===== config.mk =====
export PLATFORM = sky130hd
export DESIGN_NAME = wsa_back
export DESIGN_NICKNAME = d
export VERILOG_FILES = /design/src/rtl/wsa_pkg.sv /design/src/rtl/wsa_back.sv
export SDC_FILE = /design/constraint.sdc
export NUM_CORES = 1
export LEC_CHECK = 0
export ABC_AREA = 1
export BUFFER_PORTS_ARGS = -buffer_cell sky130_fd_sc_hd__buf_2
export CAP_MARGIN = 30
export CORE_MARGIN = 5
export CORE_UTILIZATION = 40
export DETAILED_ROUTE_END_ITERATION = 12
export SETUP_SLACK_MARGIN = 0.02
export SLEW_MARGIN = 10
export SYNTH_ARGS = -nofsm -noshare
export SYNTH_HDL_FRONTEND = slang
export SYNTH_SLANG_ARGS = --single-unit

===== constraint.sdc =====
create_clock -name clk -period 1.4 [get_ports clk]
set_clock_uncertainty 0.15 [all_clocks]
set_input_delay 0.21 -clock clk [delete_from_list [all_inputs] [get_ports clk]]
set_output_delay 0.21 -clock clk [all_outputs]
set_load 0.02 [all_outputs]

===== src/rtl/wsa_pkg.sv =====
// wsa_pkg: types, constants and the arctangent table of the waypoint steering block
// no dependencies
`timescale 1ns / 1ps
`default_nettype none

package wsa_pkg;

    // working widths
    localparam int DW = 33;  // position offsets
    localparam int CW = 36;  // cordic x and y
    localparam int ZW = 17;  // cordic angle accumulator
    localparam int SW = 18;  // steering difference

    // angles in q3.13 radians
    localparam logic signed [ZW-1:0] ANG_PI      = 17'sd25736;
    localparam logic signed [ZW-1:0] ANG_NEG_PI  = -17'sd25736;
    localparam logic signed [ZW-1:0] ANG_HALF_PI = 17'sd12868;
    localparam logic signed [ZW-1:0] ANG_ZERO    = 17'sd0;

    // configuration register indexes and reset values
    localparam int CFG_IW = 2;
    localparam logic [CFG_IW-1:0] REG_MIN_DISTANCE = 2'd0;
    localparam logic [CFG_IW-1:0] REG_MAX_STEER    = 2'd1;
    localparam int CFG_DW = 31;
    localparam logic [30:0] MIN_DISTANCE_RST = 31'd19661;
    localparam logic [14:0] MAX_STEER_RST    = 15'd4915;

    typedef struct packed {
        logic signed [31:0] target_x;
        logic signed [31:0] target_y;
        logic signed [31:0] car_x;
        logic signed [31:0] car_y;
        logic signed [15:0] heading;
    } pose_t;

    typedef struct packed {
        logic               steer_ok;
        logic signed [15:0] steer_angle;
    } steer_t;

    // rotating vector and its angle
    typedef struct packed {
        logic signed [CW-1:0] x;
        logic signed [CW-1:0] y;
        logic signed [ZW-1:0] z;
    } vec_t;

    // what travels alongside the vector
    typedef struct packed {
        logic               hold;     // bearing already settled, angle frozen
        logic               near;     // target too close
        logic signed [15:0] heading;
    } side_t;

    // atan(2^-i) in q3.13
    function automatic logic signed [ZW-1:0] atan_val(input int unsigned i);
        logic signed [ZW-1:0] r;
        case (i)
            0:       r = 17'sd6434;
            1:       r = 17'sd3798;
            2:       r = 17'sd2007;
            3:       r = 17'sd1019;
            4:       r = 17'sd511;
            5:       r = 17'sd256;
            6:       r = 17'sd128;
            7:       r = 17'sd64;
            8:       r = 17'sd32;
            9:       r = 17'sd16;
            10:      r = 17'sd8;
            11:      r = 17'sd4;
            12:      r = 17'sd2;
            13:      r = 17'sd1;
            default: r = 17'sd0;
        endcase
        return r;
    endfunction

endpackage

`default_nettype wire


===== src/rtl/wsa_back.sv =====
// wsa_back: clamps the bearing, subtracts the heading and applies the steering limit
// depends on wsa_pkg
`timescale 1ns / 1ps
`default_nettype none

module wsa_back
    import wsa_pkg::*;
(
    input  wire logic                 clk,
    input  wire logic                 rst_n,
    input  wire logic                 adv,
    input  wire logic                 in_valid,
    input  wire logic signed [ZW-1:0] in_z,
    input  wire side_t                in_side,
    input  wire logic [14:0]          max_steer,
    output logic                      out_valid,
    output steer_t                    out_data
);

    logic                 valid_reg;
    steer_t               data_reg;
    logic signed [ZW-1:0] zc;
    logic signed [SW-1:0] steer;
    logic [SW-1:0]        mag;
    logic                 ok;

    always_comb
    begin
        zc = in_z;
        if (in_z > ANG_PI)
        begin
            zc = ANG_PI;
        end
        else if (in_z < ANG_NEG_PI)
        begin
            zc = ANG_NEG_PI;
        end
    end

    assign steer = SW'(zc) - SW'(in_side.heading);
    assign mag   = steer[SW-1] ? SW'(-steer) : SW'(steer);
    assign ok    = !in_side.near && (mag <= SW'(max_steer));

    always_ff @(posedge clk or negedge rst_n)
    begin
        if (!rst_n)
        begin
            valid_reg <= 1'b0;
        end
        else if (adv)
        begin
            valid_reg <= in_valid;
        end
    end

    always_ff @(posedge clk)
    begin
        if (adv)
        begin
            data_reg.steer_ok    <= ok;
            data_reg.steer_angle <= ok ? steer[15:0] : 16'sd0;
        end
    end

    assign out_valid = valid_reg;
    assign out_data  = data_reg;

endmodule

`default_nettype wire


== Word-level counts from Yosys, hierarchy flattened ==
Cells that the tools add are included.
Word-level totals
  register bits after elaboration: 18
  bits of input ports: 54
Cells by class
  add/sub/neg operators: 2
  magnitude comparators: 3
  muxes and demuxes: 3
  reductions and logical operators: 2
Operators by type and width (count)
  $mux 17: 2
  $le 18x15->1: 1
  $mux 18: 1
  $neg 18->18: 1
  $sub 17x16->18: 1
  $gt 17x16->1 const B: 1
  $lt 17x16->1 const B: 1
  $logic_and 1x1->1: 1
  $logic_not 1->1: 1

== Longest topological paths before layout ==
  depth in word-level cells: 8
  depth in mapped cells: 40
  depth with buffers taken out: 37

== Worst setup path before layout ==
No wires, ideal clock.
  kind: input -> register
  start point: in in_z[6]
  end point: reg data_reg (netlist bit out_data[0]) (data pin)
  arrival: 4.732 ns
  data required time: 1.100 ns
  slack: -3.632 ns
  stages on the path: 33
  path buffers: 2
  path through: or2_2 -> o31ai_1 -> nand3_1 -> nand2_1 -> a21oi_1 -> o211ai_1 -> buf_2 -> nand3_1 -> ha_1 -> inv_1 -> fa_1 -> inv_1 -> ha_1 -> a21boi_0 -> nand3_1 -> nor2_1 -> nand2_1 -> nor2_2 -> nand2_2 -> o21ai_0 -> xor2_1 -> inv_1 -> ha_1 -> nand2_1 -> nor2_1 -> a211oi_1 -> nand2_1 -> nand2_1 -> nand2_1 -> a21oi_1 -> nand3_4 -> buf_12 -> nor3_2
On the way
  longest elaborated chain between the ends: 8
  elaborated cells on any way between the ends: 9
  those cells by class: 2 x add/sub; 3 x order compare; 3 x mux; 1 x reduce/logical
Ends and longest elaborated chain
  start, declared: RTL line wsa_back.sv:13  | input wire logic signed [ZW-1:0] in_z,
  $lt 17x16->1: RTL line wsa_back.sv:34  | else if (in_z < ANG_NEG_PI)
  $mux 17: RTL line wsa_back.sv:34
  $mux 17 *: RTL line wsa_back.sv:30  | if (in_z > ANG_PI)
  $sub 17x16->18 *: RTL line wsa_back.sv:40  | assign steer = SW'(zc) - SW'(in_side.heading);
  named net steer[1]: RTL line wsa_back.sv:23  | logic signed [SW-1:0] steer;
  $neg 18->18: RTL line wsa_back.sv:41  | assign mag = steer[SW-1] ? SW'(-steer) : SW'(steer);
  $mux 18 *: RTL line wsa_back.sv:41
  $le 18x15->1 *: RTL line wsa_back.sv:42  | assign ok = !in_side.near && (mag <= SW'(max_steer));
  $logic_and 1x1->1 *: RTL line wsa_back.sv:42
  end, declared: RTL line wsa_back.sv:21  | steer_t data_reg;
The timed path passes the listed nets; every way through them passes the cells marked *.
A chain may end at the register's enable or synchronous reset.

== Final worst setup path ==
Ends and elaborated chain as after synthesis.

==> metrics <==
core area=7650 sq um; maxcap violations=0; fin. max-slew vios=0; clk sink count=18; RSZ-0062 raised after global routing=yes; Final ANT Viol Nets=0; total global routing overflow=0; status=finished with violations; post-synthesis simple-gate area fraction=0.406; n_diodes=0; Max IR drop VDD=roughly 0.38 mV; Worst-Margin Slew=approximately 0.37 ns; Post-synth EDFFs=17; leak pwr=approximately 2.7 nW; fin util=0.647; Post-synth ARST share=0.0556; CP Data Arrival Time=around 4.9 ns; Crit. Startpoint=in_z[6]; Post-Synth XOR/XNOR Area=0.0393; vias in the first global route=3733; post-synthesis register bit count=18; Max Buffers Root-to-Sink=2; Final Cycle Share=3.51; worst rel slew slack=0.754; DRT Pass-1 Iters=5; final hold vios=0; fin nets=about 800; Synth Area in Compound Gates=0.0861; Post-Synth Adder-Cell Area=0.143; Crit. End Element=flop; reg-to-reg startpoint=out_valid; via count=~3700; failing checks=negative setup slack; WP data required=roughly 1.3 ns; Total GRT Usage=0.186; # port buffers=70; CTS tree=yes; min Tclk post-route=around 4.9 ns; critical path type=primary input to flop; Cell Pwr Density=~1000 nW/um^2; vias per inst=4.64; io pins=72; # fillers=just under 700; largest net degree at the start of global routing=18; cts bufs inserted=3; Clock Pin Slew Worst Setup and Hold Paths=roughly 0.06 ns; largest family of logic cells by synthesized area=simple AND/OR/NAND/NOR gates; maximum clock frequency=between 200 and 250 MHz; clock root cell=clkbuf_8; critical path's slowest cell=fa_1; Synth Flop Type=edfxtp_1; post-detail-place hpwl=between 7 and 8 mm; Power, Total=a little under 0.005 W; CP peak stage delay=between 0.4 and 0.5 ns; final WL=a little over 9 mm; WL/cell=around 12 microns; Final setup viols=17; sequential area share after synthesis=0.171; total die area=roughly 9700 sq um; DIE HEIGHT=roughly 98 microns; Mapped Nets=about 580; crit path max fanout=8; Gate Count Post-Synth=a little under 500; syn avg cell area=6.37 sq um; Final Wtd Congestion=approximately 0.86; Min-Delay Path Class=primary input to flop; startpoint of the worst hold path=in_valid; DRC violations left=0; clk_lat worst skew=approximately 0.24 ns; # H-tree levels=1; antenna violations before repair=0; Yosys warnings=0; number of core rows=32; Unique masters post-synth=42; starting density of the core=0.408; initial drt markers=120; multiplexer share of the synthesized area=0.00361; P&R area growth vs syn=58.5%; first-pass GRT wire length=15.6 mm; Post-Syn Area=around 3100 sq um; fin worst setup slack=-3.52 ns; Die Wd=just under 100 microns; final setup TNS=-59.06 ns; CP most frequent cell=nand2_1; startpoint types=primary input; layout cell share with drive strength beyond 1=0.448; hold slack=0.0491 ns
## layout make-up
cell class / instances / area, sq um / share of cell area
multi-input cells: 357 / 2490 / 0.502
well taps: 102 / 128 / 0.0258
inverters: 111 / 422 / 0.0852
clock buffers: 4 / 45.0 / 0.00910
repair buffers: 197 / 1330 / 0.269
flip-flops and latches: 18 / 536 / 0.108
## kinds of logic after synthesis
group / after synthesis
buffers and inverters: 116
AOI/OAI and AO/OA: 47
muxes: 1
and+or+nand+nor: 259
xor gates and xnor gates: 14
adders and majority gates: 35
DFF: 18
## layer usage
metal  GRT usage  share of wire  up-vias
li1            -              -     1957
met1       0.218           0.42     1596
met2       0.358           0.51       90
met3      0.0236          0.047       20
met4      0.0378          0.022        0
met5           0              0        -
## cells in the mapped netlist (3+ instances only)
| master | instances | area share |
|---|---|---|
| a21oi_1 | 21 | 0.034 |
| edfxtp_1 | 17 | 0.16 |
| ha_1 | 34 | 0.14 |
| inv_1 | 106 | 0.13 |
| inv_2 | 4 | 0.0048 |
| nand2_1 | 135 | 0.16 |
| nand2_2 | 16 | 0.032 |
| nand3_1 | 30 | 0.048 |
| nand3_2 | 7 | 0.022 |
| nand3b_1 | 3 | 0.0072 |
| nand4_1 | 7 | 0.014 |
| nor2_1 | 24 | 0.029 |
| nor2_2 | 5 | 0.010 |
| nor3_1 | 11 | 0.018 |
| nor3_2 | 11 | 0.035 |
| o21ai_0 | 14 | 0.022 |
| xor2_1 | 12 | 0.034 |
## what timing repair did
item,4_1_cts,5_1_grt
gates cloned,2,0
pin swaps,11,35
hold endpoints to repair,1,0
gates resized for setup,19,47
setup endpoints to repair,17,17
hold buffers,1,0
setup buffers,9,6
## per-stage QoR
step	cells	setup WS, ns	cell area, sq um
floorplan	490	-3.30	3170
global placement	767	-3.65	4420
detailed placement	767	-3.77	4420
CTS	783	-3.31	4690
global route	789	-3.89	4950
finish	789	-3.52	4950
## where the power goes
part | switching (W) | internal [W] | total [W]
Sequential | 0.0000130 | 0.000680 | 0.000693
Clock | 0.000148 | 0.000201 | 0.000350
Combinational | 0.00205 | 0.00179 | 0.00384
Total | 0.00221 | 0.00267 | 0.00488
## critical path, delay by kind of cell
| kind | cells | cell delay [ns] |
|---|---|---|
| adder cells (fa/ha/maj) | 4 | 0.92 |
| AND/OR/NAND/NOR | 16 | 1.71 |
| AO/OA/AOI/OAI | 7 | 1.14 |
| buffers and inverters | 6 | 0.70 |
| XOR/XNOR | 1 | 0.14 |
## layout by cell type (no fill, tap or decap), drive strengths merged
master / count
clkbuf: 4
a21oi: 22
or2: 2
and2: 2
fa: 1
o31ai: 2
xnor2: 2
nand3b: 3
edfxtp: 17
nor3: 22
xor2: 12
o21bai: 1
nor4: 2
buf: 196
inv: 111
dfrtp: 1
o211ai: 2
o21ai: 14
a311o: 1
nor2: 30
ha: 34
a21boi: 1
nand2: 153
dlygate4sd3: 1
a211oi: 2
mux2: 1
nand4: 7
a31oi: 1
nand3: 39
a41oi: 1
## worst paths after layout
check / end / slack (ns) / cells past startpoint
max: out_data[0] / -3.52 / 34
min: out_valid / 0.05 / 2
max reg2reg: out_valid / 0.51 / 1
min reg2reg: out_valid / 0.36 / 1
max in group asynchronous: out_valid / 0.90 / 2
min in group asynchronous: out_valid / 0.11 / 2
## state kept, by name, summed over array words and instances, names as in the netlist
name / flops
out_valid: 1
out_data: 17
No activity file was read; power rests on OpenSTA's default activity.
