--- src/rtl/wsa_pkg.sv ---
// wsa_pkg: types, constants and the arctangent table of the waypoint steering block
// no dependencies
`timescale 1ns / 1ps
`default_nettype none

package wsa_pkg;

    // working widths
    localparam int DW = 33;  // position offsets
    localparam int CW = 36;  // cordic x and y
    localparam int ZW = 17;  // cordic angle accumulator
    localparam int SW = 18;  // steering difference

    // angles in q3.13 radians
    localparam logic signed [ZW-1:0] ANG_PI      = 17'sd25736;
    localparam logic signed [ZW-1:0] ANG_NEG_PI  = -17'sd25736;
    localparam logic signed [ZW-1:0] ANG_HALF_PI = 17'sd12868;
    localparam logic signed [ZW-1:0] ANG_ZERO    = 17'sd0;

    // configuration register indexes and reset values
    localparam int CFG_IW = 2;
    localparam logic [CFG_IW-1:0] REG_MIN_DISTANCE = 2'd0;
    localparam logic [CFG_IW-1:0] REG_MAX_STEER    = 2'd1;
    localparam int CFG_DW = 31;
    localparam logic [30:0] MIN_DISTANCE_RST = 31'd19661;
    localparam logic [14:0] MAX_STEER_RST    = 15'd4915;

    typedef struct packed {
        logic signed [31:0] target_x;
        logic signed [31:0] target_y;
        logic signed [31:0] car_x;
        logic signed [31:0] car_y;
        logic signed [15:0] heading;
    } pose_t;

    typedef struct packed {
        logic               steer_ok;
        logic signed [15:0] steer_angle;
    } steer_t;

    // rotating vector and its angle
    typedef struct packed {
        logic signed [CW-1:0] x;
        logic signed [CW-1:0] y;
        logic signed [ZW-1:0] z;
    } vec_t;

    // what travels alongside the vector
    typedef struct packed {
        logic               hold;     // bearing already settled, angle frozen
        logic               near;     // target too close
        logic signed [15:0] heading;
    } side_t;

    // atan(2^-i) in q3.13
    function automatic logic signed [ZW-1:0] atan_val(input int unsigned i);
        logic signed [ZW-1:0] r;
        case (i)
            0:       r = 17'sd6434;
            1:       r = 17'sd3798;
            2:       r = 17'sd2007;
            3:       r = 17'sd1019;
            4:       r = 17'sd511;
            5:       r = 17'sd256;
            6:       r = 17'sd128;
            7:       r = 17'sd64;
            8:       r = 17'sd32;
            9:       r = 17'sd16;
            10:      r = 17'sd8;
            11:      r = 17'sd4;
            12:      r = 17'sd2;
            13:      r = 17'sd1;
            default: r = 17'sd0;
        endcase
        return r;
    endfunction

endpackage

`default_nettype wire

--- src/rtl/wsa_cell.sv ---
// wsa_cell: one vectoring step of the cordic chain, registered
// depends on wsa_pkg
`timescale 1ns / 1ps
`default_nettype none

module wsa_cell
    import wsa_pkg::*;
#(
    parameter int SHIFT = 0
)
(
    input  wire logic  clk,
    input  wire logic  rst_n,
    input  wire logic  adv,
    input  wire logic  in_valid,
    input  wire vec_t  in_vec,
    input  wire side_t in_side,
    output logic       out_valid,
    output vec_t       out_vec,
    output side_t      out_side
);

    logic  valid_reg;
    vec_t  vec_reg;
    side_t side_reg;
    vec_t  vec_next;

    logic signed [CW-1:0] xs;
    logic signed [CW-1:0] ys;

    assign xs = in_vec.x >>> SHIFT;
    assign ys = in_vec.y >>> SHIFT;

    always_comb
    begin
        if (in_side.hold)
        begin
            vec_next = in_vec;
        end
        else if (in_vec.y >= 0)
        begin
            vec_next = '{x: in_vec.x + ys, y: in_vec.y - xs, z: in_vec.z + atan_val(SHIFT)};
        end
        else
        begin
            vec_next = '{x: in_vec.x - ys, y: in_vec.y + xs, z: in_vec.z - atan_val(SHIFT)};
        end
    end

    always_ff @(posedge clk or negedge rst_n)
    begin
        if (!rst_n)
        begin
            valid_reg <= 1'b0;
        end
        else if (adv)
        begin
            valid_reg <= in_valid;
        end
    end

    always_ff @(posedge clk)
    begin
        if (adv)
        begin
            vec_reg  <= vec_next;
            side_reg <= in_side;
        end
    end

    assign out_valid = valid_reg;
    assign out_vec   = vec_reg;
    assign out_side  = side_reg;

endmodule

`default_nettype wire

--- config.mk ---
export PLATFORM = sky130hd
export DESIGN_NAME = wsa_cell
export DESIGN_NICKNAME = d
export VERILOG_FILES = /design/src/rtl/wsa_pkg.sv /design/src/rtl/wsa_cell.sv
export SDC_FILE = /design/constraint.sdc
export NUM_CORES = 1
export LEC_CHECK = 0
export ABC_AREA = 1
export BUFFER_PORTS_ARGS = -buffer_cell sky130_fd_sc_hd__buf_2
export CAP_MARGIN = 10
export CELL_PAD_IN_SITES_DETAIL_PLACEMENT = 1
export CELL_PAD_IN_SITES_GLOBAL_PLACEMENT = 1
export CORE_MARGIN = 2
export CORE_UTILIZATION = 30
export CTS_CLUSTER_DIAMETER = 100
export DETAILED_ROUTE_END_ITERATION = 10
export PLACE_DENSITY = 0.71
export SYNTH_ARGS = -nofsm -noshare
export SYNTH_HDL_FRONTEND = slang
export SYNTH_SLANG_ARGS = --single-unit
--- constraint.sdc ---
create_clock -name clk -period 0.87 [get_ports clk]
set_input_delay 0.087 -clock clk [delete_from_list [all_inputs] [get_ports clk]]
set_output_delay 0.087 -clock clk [all_outputs]
set_load 0.01 [all_outputs]
After elaboration in Yosys (flattened, before gate mapping)
Index checks and enable logic that the tools add are counted.

Word-level logic and storage cells: 15. Bits of input ports: 111. Register bits after elaboration: 108. Output and inout bits: 108.

$add $sub $neg: 5. Multiplexer cells: 2. Magnitude comparators: 1.

Operator list (count): 89-bit two-way mux (2); 36-bit subtractor (2); 36-bit adder (1); 36-bit by 1-bit >= comparator with 1-bit output, second input constant (1); 17-bit by 14-bit adder with 17-bit output, second input constant (1); 17-bit by 14-bit subtractor with 17-bit output, second input constant (1).

Logic depth before layout (Yosys ltp)
Gate-level depths: netlist of run 1.

Depth after elaboration: 3. Gate-level depth with buffers: 19.

Worst setup path after synthesis of run 1
No wires, ideal clock.

Kind: input -> register. From: input port in_vec[52] in the netlist's numbering. To: register vec_reg, in the netlist out_vec[16] (data pin). Arrival time: 1.836 ns. Stages on the path: 13. Buffers on the path: 2. Setup slack: -1.218 ns. Path through: inv_1 > buf_2 > clkbuf_1 > ha_1 > a31o_2 > a21oi_1 > nor2_1 > nor2_1 > o21ai_1 > nand2_1 > nand2_1 > nand2_1 > nand2_1.

RTL lines: from (decl) (RTL line wsa_cell.sv:16) `input wire vec_t in_vec,`; to (signal assigned) (RTL line wsa_cell.sv:66) `vec_reg <= vec_next;`; to (decl) (RTL line wsa_cell.sv:24) `vec_t vec_reg;`.

==> results of run 1 <==
==> layout by cell type (no fill, tap or decap), drive strengths merged, types with 25 or more instances in the layout <==
master / n
buf: 841
nand3: 159
dlygate4sd3: 25
nor2: 226
o21ai: 124
ha: 109
edfxtp: 107
a21oi: 140
nand2: 617
xor2: 40
inv: 306
==> logic make-up (layout without fill, tap and decap cells) <==
group,Yosys count,in the layout,synth area share
other,0,1,0
AND/OR/NAND/NOR,1046,1046,0.337
multiplexers,1,1,0.000887
buffers and inverters,365,1189,0.115
AO/OA/AOI/OAI,327,327,0.141
flip-flops,108,108,0.255
XOR/XNOR,51,51,0.0384
adder cells (fa/ha/maj),112,112,0.112
==> where the power goes <==
part           internal, uW  switching, uW  leakage [uW]
combinational          8190          11600        0.0110
clock                  2090           2850      0.000151
sequential             6440            231       0.00106
total                 16700          14700        0.0122
==> final timing paths <==
kind,to,depth (start not counted)
worst max-delay path,out_vec[72],11
worst min-delay path,out_vec[12],3
worst max register to register,out_valid,2
worst min register to register,out_valid,2
max in group asynchronous,out_valid,3
min in group asynchronous,out_valid,3
==> layer usage <==
metal | vias up | global-route usage
met5 | - | 0
met4 | 2 | 0.225
met3 | 687 | 0.0622
met2 | 1375 | 0.637
met1 | 9527 | 0.437
li1 | 8088 | -
==> flip-flops by register name (all words and copies together) (netlist names) <==
name,flops
out_side,18
out_valid,1
out_vec,89
==> final cells by class <==
cell class / count / area share
Clock buffer: 9 / 0.00867
Clock inverter: 7 / 0.00332
Inverter: 303 / 0.0526
Tap cell: 539 / 0.0260
Antenna cell: 1 / 0.0000963
Multi-Input combinational cell: 1537 / 0.499
Timing Repair Buffer: 870 / 0.285
Sequential cell: 108 / 0.125
==> what timing repair did <==
item	CTS	global route
setup endpoints to repair	193	193
hold endpoints to repair	24	0
buffers inserted	118	62
hold buffers	25	0
resized for setup	798	370
cloned	0	2
pin swaps	346	269
==> metrics by stage <==
stage | utilization | total power [uW] | setup TNS [ns] | setup WS (ns)
global placement | 0.469 | 19200 | -99.81 | -1.49
detailed placement | 0.469 | 19600 | -104.40 | -1.49
global route | 0.621 | 32100 | -100.36 | -1.48
CTS | 0.576 | 27500 | -71.59 | -0.845
finish | 0.621 | 31400 | -98.69 | -1.51
floorplan | - | 13400 | -55.33 | -0.835
==> worst register-to-register path, stage by stage, from the launching register on <==
cell,delay (ns)
dfrtp_1,0.39
buf_6,0.11
mux2_2,0.24
==> flow_summary.json, run 1 <==
{
  "grt_setup_unrepaired": "yes",
  "dr.max_layer_used": "met5",
  "status": "finished, violations left",
  "path_cells": "buf_6 > inv_4 > ha_4 > o21ai_1 > nand2_1 > nand2_2 > nor2_2 > nand3_4 > xor2_2 > nor2_1 > o22ai_2",
  "ff_latch_area_sq_mm": 0.00324,
  "drv_slew": 0,
  "clockRootBuffer": "clkbuf_16",
  "antenna_found_initial": 5,
  "initial_core_util": 0.303,
  "syn_area_per_cell_sq_um": 6.32,
  "critPathKind": "input port to register",
  "wl_met1_microns": 35700,
  "timing.fmax_ghz": 0.421,
  "route.met3.wl_microns": 9780,
  "ys_warn_count": 0,
  "end_kind": "register",
  "crit_path_start": "in_vec[33]",
  "holdCritStartpoint": "in_vec[12]",
  "yosysMostFrequentCell": "nand2_1",
  "drt-initial-drc-count": 1608,
  "synthFlopType": "edfxtp_1",
  "final_area_sq_mm": 0.0260,
  "cts_tree": "built",
  "synthTopCellsByCount": "nand2_1, inv_1, nor2_1",
  "syn_to_final_growth_pct": 105,
  "maxSlewHeadroom": 0.275,
  "drt_first_pass_iters": 6,
  "cts.sinks": 108,
  "timing.final.ws_setup_ns": -1.51,
  "wl_per_cell_microns": 30.1,
  "ff2ff_setup_slack_ns": 0.01,
  "ctsHtreeMaxLevel": 3,
  "io_pins": 219,
  "violations": "setup timing",
  "hold_violations": 0,
  "seq_area_frac_synth": 0.255,
  "drive_gt1_frac": 0.627,
  "fp.dieW_microns": 210,
  "layout.nets": 3052,
  "max_cap_viol_count": 0,
  "synth_top_cell_area_share": 0.253,
  "crit_slowest_cell": "o21ai_1",
  "die_area_sq_mm": 0.0440,
  "critPathBufInv": 2,
  "cts.clk_slew.worst_paths_ns": 0.09,
  "p_per_area_mw_per_mm2": 1210,
  "whs_ns": 0.0366,
  "grt_pass1_vias": 20062,
  "tightest_slew_ns": 1.08,
  "cts_buffers": 9,
  "globalplace.congestion": 0.971,
  "cts_max_path_buffers": 2,
  "io_buffer_count": 218,
  "final_antenna_net_count": 0,
  "worst_hold_path_type": "input port to register",
  "peakVddDrop_v": 0.000908,
  "r2r-start": "out_valid",
  "critPathMaxFanout": 6,
  "fin_cells": 3374,
  "coreArea_sq_mm": 0.0419,
  "crit_path_max_incr_delay_ns": 0.86,
  "dp.cells": 3178,
  "synth_edf_count": 107,
  "clock_latency_ns": 0.41,
  "grt_pass1_wl_microns": 123000,
  "multi_input_area_sq_mm": 0.0130,
  "routed_wirelength_microns": 102000,
  "num_vias": 19679,
  "grt_max_degree": 33,
  "wl_met2_microns": 46000,
  "fillerInstances": 4870,
  "setup_viol": 193,
  "cp_top_family": "compound AO/OA/AOI/OAI gates",
  "ys_ff_latch": 108,
  "dp_hpwl_microns": 56600,
  "fin_skew_ns": 0,
  "required_ns": 1.02,
  "drc": 0,
  "track_usage": 0.372,
  "synth_area_leader_cell": "edfxtp_1",
  "cp.arrival_ns": 2.53,
  "grt-ovfl-total": 0,
  "syn_area_sq_mm": 0.0127,
  "start_kind": "input port",
  "synthArstFlopShare": 0.00926,
  "synth.distinct_cells": 50,
  "dieHeight_microns": 210,
  "syn_nets": 2233,
  "syn_inst": 2010,
  "via_per_inst": 5.83,
  "fin_crit_sh": 2.73,
  "period_minus_slack_ns": 2.38,
  "synth_area_leaders": "edfxtp_1, nand2_1, ha_1",
  "rows": 75,
  "p_leak_uw": 0.0122,
  "place_area_sq_mm": 0.0196
}
Note: power is estimated with default switching activity, not from simulation.
==> run 2: changes to the inputs <==
ABC_AREA = not set   (was 1)
PLACE_DENSITY = 0.69   (was 0.71)
==> run 2 against run 1 <==
  * The run still ends with setup timing left
  * Design area decreased by 21%
  * Sequential power is essentially flat
  * Global-route usage shrank 9.2 points
  * First-iteration DRC count shrank 46%
  * Utilization fell by 6.0 points
  * Die area fell by 11%
  * Combinational power down 30%
==> flow_summary.json, run 2 <==
{
  "status": "finished, violations left",
  "violations": "setup timing",
  "synth.distinct_cells": 92,
  "p_per_area_mw_per_mm2": 1210,
  "yosys.area_share.simple": 0.157,
  "hold_violations": 0,
  "routed_wirelength_microns": 60900,
  "start_kind": "input port",
  "grt-ovfl-total": 0,
  "dp_worst_setup_slack_ns": -2.25,
  "required_ns": 1.01,
  "final_antenna_net_count": 0,
  "ctsHtreeMaxLevel": 3,
  "final_area_sq_mm": 0.0206,
  "clock_latency_ns": 0.39,
  "holdCritStartpoint": "in_vec[53]",
  "synthFlopType": "edfxtp_1",
  "io_buffer_count": 218,
  "drt_first_pass_iters": 7,
  "grt_pass1_vias": 15093,
  "place_area_sq_mm": 0.0168,
  "synth_top_cell_area_share": 0.286,
  "p_leak_uw": 0.00898,
  "io_pins": 219,
  "antenna_cells": 0,
  "fin_skew_ns": 0,
  "clockRootBuffer": "clkbuf_16",
  "max_cap_viol_count": 0,
  "setup_viol": 192,
  "cts_max_path_buffers": 2,
  "whs_ns": 0.00401,
  "grt_pass1_wl_microns": 84600,
  "dp.cells": 2448,
  "cts.sinks": 108,
  "syn_to_final_growth_pct": 83.3,
  "grt_max_degree": 62,
  "muxShareOfSynthArea": 0.0190,
  "end_kind": "register",
  "synth_compound_area_frac": 0.289,
  "synthArstFlopShare": 0.00926,
  "ys_ff_latch": 108,
  "tightest_slew_ns": 0.943,
  "antenna_found_initial": 1,
  "fillerInstances": 4174,
  "synth_adder_area_share": 0.127,
  "dr.max_layer_used": "met4",
  "cp.arrival_ns": 2.80,
  "peakVddDrop_v": 0.000847,
  "drc": 0,
  "synth_top_family_by_area": "compound AO/OA/AOI/OAI gates",
  "fp.dieW_microns": 197,
  "syn_nets": 1583,
  "largest_register_ffs": 89,
  "fin_cells": 2578,
  "crit_path_start": "in_vec[17]",
  "maxSlewHeadroom": 0.371,
  "syn_area_per_cell_sq_um": 8.25,
  "layout.cells.most_common": "buf_4",
  "synth_edf_count": 107,
  "ys_warn_count": 0,
  "rows": 70,
  "drt-initial-drc-count": 866,
  "route.met3.wl_microns": 3290,
  "layout.nets": 2328,
  "grt_setup_unrepaired": "yes",
  "synthTopCellsByCount": "a21oi_1, nor2_1, inv_1",
  "die_area_sq_mm": 0.0390,
  "period_minus_slack_ns": 2.66,
  "yosysMostFrequentCell": "a21oi_1",
  "critPathKind": "input port to register",
  "setup_tns_ns": -121.04,
  "critPathMaxFanout": 4,
  "layout_common_cells": "buf_4, buf_2, edfxtp_1, nor2_1, inv_1",
  "track_usage": 0.281,
  "cts.clk_slew.worst_paths_ns": 0.08,
  "fin_crit_sh": 3.05,
  "seq_area_frac_synth": 0.289,
  "cts_tree": "built",
  "coreArea_sq_mm": 0.0367,
  "wl_met1_microns": 24300,
  "via_per_inst": 5.56,
  "syn_inst": 1360,
  "globalplace.congestion": 0.957,
  "worst_hold_path_type": "input port to register",
  "num_vias": 14338,
  "r2r-start": "out_valid",
  "dp_hpwl_microns": 41100,
  "drive_gt1_frac": 0.561,
  "wl_met2_microns": 30600,
  "syn_area_sq_mm": 0.0112,
  "dieHeight_microns": 197,
  "initial_core_util": 0.306,
  "timing.final.ws_setup_ns": -1.79,
  "synth_area_leader_cell": "edfxtp_1",
  "drv_slew": 0,
  "synth_area_leaders": "edfxtp_1, ha_1, a21oi_1",
  "synth-xor-area-share": 0.0515,
  "timing.fmax_ghz": 0.377,
  "cts_buffers": 9,
  "wl_per_cell_microns": 23.6
}
[run 2: cell types whose count changed in the layout (fill, tap and decap cells not counted), sizes merged, moves of 45 or more]
cell,previous run,this run
nor2,226,124
inv,306,119
nand3,159,24
xnor2,11,56
buf,841,780
nand2,617,89
[run 2: what timing repair did]
item,in CTS,in global routing
pin swaps,176,191
hold endpoints to repair,24,0
hold buffers,25,0
gates resized for setup,343,221
buffers inserted,75,53
setup endpoints to repair,192,192
[run 2: final timing paths]
kind                                    end  slack [ns]  cells past startpoint
worst min register to register    out_valid        0.55                      1
worst max register to register    out_valid        0.09                      1
worst min-delay path            out_vec[53]       0.004                      3
max in group asynchronous         out_valid        0.24                      3
min in group asynchronous         out_valid        0.52                      3
worst max-delay path            out_vec[47]       -1.79                     16
[run 2: per-stage QoR]
stage	total power, uW	util
final	24800	0.560
after global routing	25800	0.560
after CTS	23100	0.524
after detailed placement	17200	0.459
after global placement	16900	0.459
after floorplan	12000	-
[run 2: logic make-up (layout without fill, tap and decap cells)]
kind of cell	Yosys count	after routing
AO/OA/AOI/OAI	488	488
buffers and inverters	196	946
adder cells (fa/ha/maj)	112	112
XOR/XNOR	66	66
AND/OR/NAND/NOR	369	369
flip-flops	108	108
multiplexers	21	21
[run 2: cell type report]
type / count / area (sq um) / area share
clock buffer: 9 / 225 / 0.0110
clock inverter: 7 / 51.3 / 0.00249
inverter: 123 / 553 / 0.0269
multi-input combinational: 1056 / 9660 / 0.470
sequential: 108 / 3240 / 0.157
tap: 468 / 586 / 0.0285
timing repair buffer: 807 / 6260 / 0.304
[run 2: routing by layer]
layer | track usage | vias up
li1 | - | 6460
met1 | 0.339 | 7107
met2 | 0.503 | 590
met3 | 0.0439 | 181
met4 | 0.0989 | 0
met5 | 0 | -
[run 2: report_power, final]
group	switching [uW]	internal, uW	leakage [uW]
sequential	210	6480	0.00106
combinational	7300	6490	0.00779
clock	2380	1960	0.000129
[run 2: worst max-delay path: stages]
cell	delay (ns)
buf_12	0.11
buf_12	0.12
inv_12	0.04
ha_4	0.13
fa_2	0.27
nor2b_4	0.08
o2111ai_4	0.26
nand4_4	0.13
a311oi_4	0.47
o211ai_4	0.16
a311oi_2	0.25
buf_4	0.20
o211ai_1	0.13
buf_4	0.17
nand4_1	0.09
o211ai_2	0.09
==> run 3: changes to the inputs <==
BUFFER_PORTS_ARGS = not set   (was -buffer_cell sky130_fd_sc_hd__buf_2)
DONT_BUFFER_PORTS = 1   (was not set)
PLACE_DENSITY = 0.62   (was 0.69)
==> run 3 against run 2 <==
  * The flow finishes with violations (hold timing, setup timing)
  * Critical endpoint is now out_vec[49]
  * Clock power increased by 5.8%
  * Highest routed layer unchanged
  * Design area fell by 11%
  * Critical path depth shrank 4
  * Via count shrank 11%
  * Largest power group unchanged
  * Maximum frequency is 1.8% higher
  * Utilization shrank 6.3 points
==> flow_summary.json, run 3 (same netlist as run 2, synthesis figures left out) <==
{
  "utilization": 0.497,
  "cts.clk_slew.worst_paths_ns": 0.09,
  "cts.sinks": 108,
  "place_area_sq_mm": 0.0149,
  "cts_tree": "built",
  "cts_max_path_buffers": 2,
  "drt_first_pass_iters": 5,
  "timing.fmax_ghz": 0.383,
  "dieHeight_microns": 197,
  "crit_path_frequent_cell": "o31a_1",
  "cts_buffers": 9,
  "hold_violations": 86,
  "initial_core_util": 0.306,
  "grt_pass1_wl_microns": 78700,
  "clock_latency_ns": 0.39,
  "grt_max_degree": 120,
  "path_cells": "ha_4 > fa_2 > nor2b_4 > o2111a_2 > o31a_1 > o2111ai_4 > a31oi_4 > o211ai_1 > buf_4 > a21oi_4 > o21a_1 > o31a_1",
  "antenna_cells": 0,
  "cp.arrival_ns": 2.77,
  "tightest_slew_ns": 0.540,
  "drive_gt1_frac": 0.422,
  "r2r_end": "out_valid",
  "start_kind": "input port",
  "wl_per_cell_microns": 23.0,
  "final_area_sq_mm": 0.0182,
  "peakVddDrop_v": 0.00101,
  "rows": 70,
  "fp.dieW_microns": 197,
  "io_buffer_count": 0,
  "setup_viol": 191,
  "power.share.combinational": 0.480,
  "num_vias": 12726,
  "p_sw_uw": 8330,
  "globalplace.congestion": 0.941,
  "grt_pass1_vias": 13493,
  "ff2ff_setup_slack_ns": -0.02,
  "via_per_inst": 5.53,
  "critPathMaxFanout": 4,
  "max_cap_viol_count": 0,
  "end_kind": "register",
  "status": "finished, violations left",
  "crit_slowest_cell": "o31a_1",
  "fin_cells": 2301,
  "p_per_area_mw_per_mm2": 1230,
  "layout_common_cells": "buf_4, nor2_1, edfxtp_1, a21oi_1, inv_1",
  "fin_skew_ns": 0,
  "crit_path_start": "in_vec[53]",
  "period_minus_slack_ns": 2.61,
  "grt-ovfl-total": 0,
  "sw_frac_of_total": 0.371,
  "coreArea_sq_mm": 0.0367,
  "p_int_uw": 14100,
  "critPathKind": "input port to register",
  "cp-endpoint": "out_vec[49]",
  "power_frac_clock": 0.204,
  "p_leak_uw": 0.00756,
  "ctsHtreeMaxLevel": 3,
  "largest_register_ffs": 89,
  "grt_setup_unrepaired": "yes",
  "layout.cells.most_common": "buf_4",
  "worst_hold_path_type": "input port to register",
  "dp.cells": 2127,
  "dp_hpwl_microns": 37300,
  "antenna_found_initial": 0,
  "r2r-start": "out_valid",
  "clockRootBuffer": "clkbuf_16",
  "timing.final.ws_setup_ns": -1.74,
  "crit_path_max_incr_delay_ns": 0.37,
  "syn_to_final_growth_pct": 62.6,
  "drc": 0,
  "fillerInstances": 4094,
  "routed_wirelength_microns": 52900,
  "ff2ff_path_depth": 2,
  "whs_ns": -0.213,
  "drv_slew": 0,
  "final_antenna_net_count": 0,
  "seqPwrFrac": 0.316,
  "maxSlewHeadroom": 0.637,
  "die_area_sq_mm": 0.0390,
  "io_pins": 219,
  "drt-initial-drc-count": 742,
  "violations": "hold timing, setup timing",
  "fin_crit_sh": 3.00,
  "track_usage": 0.263,
  "layout.nets": 2051,
  "required_ns": 1.03
}
-- run 3: cell count changes in the layout (fill, tap and decap cells not counted), moves of 10 or more --
cell           change
buf_4            -100
o21ai_2           -16
ha_1              +14
nor2_2            -15
dlygate4sd3_1     +56
buf_12            -14
o21ai_1           +14
buf_8             -10
buf_2            -183
buf_6             -24
nor2_1            +16
-- run 3: per-layer routing --
metal	up-vias	global-route usage	part of all wire
li1	5896	-	-
met1	6365	0.332	0.43
met2	377	0.439	0.48
met3	88	0.0519	0.057
met4	0	0.109	0.032
met5	-	0	0
-- run 3: power groups by stage --
stage | Clock (uW) | Combinational, uW | Sequential [uW]
2_1_floorplan | 0 | 4900 | 7080
3_3_place_gp | 0 | 8120 | 7230
3_5_place_dp | 0 | 8270 | 7220
4_1_cts | 4710 | 9890 | 7110
5_1_grt | 4850 | 11500 | 7170
6_report | 4590 | 10800 | 7090
-- run 3: worst min-delay path by stage --
stage | startpoint | to | slack, ns | cells after the start
CTS | in_side[17] | out_side[17] | -0.23 | 0
detailed placement | rst_n | out_valid | -0.21 | 0
floorplan | rst_n | out_valid | -0.21 | 0
global placement | rst_n | out_valid | -0.21 | 0
finish | in_side[17] | out_side[17] | -0.21 | 0
global route | in_side[17] | out_side[17] | -0.23 | 0
-- run 3: worst max-delay path, delay by kind of cell --
family                   cells  cell delay, ns
AO/OA/AOI/OAI                8            1.86
adder cells (fa/ha/maj)      2            0.48
buffers and inverters        1            0.18
AND/OR/NAND/NOR              1            0.14
-- run 3: layout make-up --
class / instances / area, sq um / area share
sequential: 108 / 3240 / 0.177
clock inverter: 6 / 71.3 / 0.00391
multi-input combinational: 1056 / 9110 / 0.499
clock buffer: 10 / 229 / 0.0126
timing repair buffer: 530 / 4430 / 0.243
tap: 468 / 586 / 0.0321
inverter: 123 / 578 / 0.0317
-- run 3: what timing repair did --
| action | in CTS | in global routing |
|---|---|---|
| endpoints found under the setup margin | 187 | 191 |
| cloned | 1 | 0 |
| gates resized for setup | 263 | 115 |
| setup buffers | 59 | 39 |
| hold buffers | 79 | 2 |
| pin swaps | 188 | 125 |
| hold endpoints to repair | 200 | 124 |
-- run 3: through the flow --
stage	worst slack, ns	TNS [ns]	total power (uW)
6_report	-1.74	-100.97	22500
3_3_place_gp	-2.08	-126.72	15400
4_1_cts	-1.60	-93.05	21700
3_5_place_dp	-2.11	-129.29	15500
5_1_grt	-1.80	-109.11	23500
2_1_floorplan	-1.88	-101.84	12000
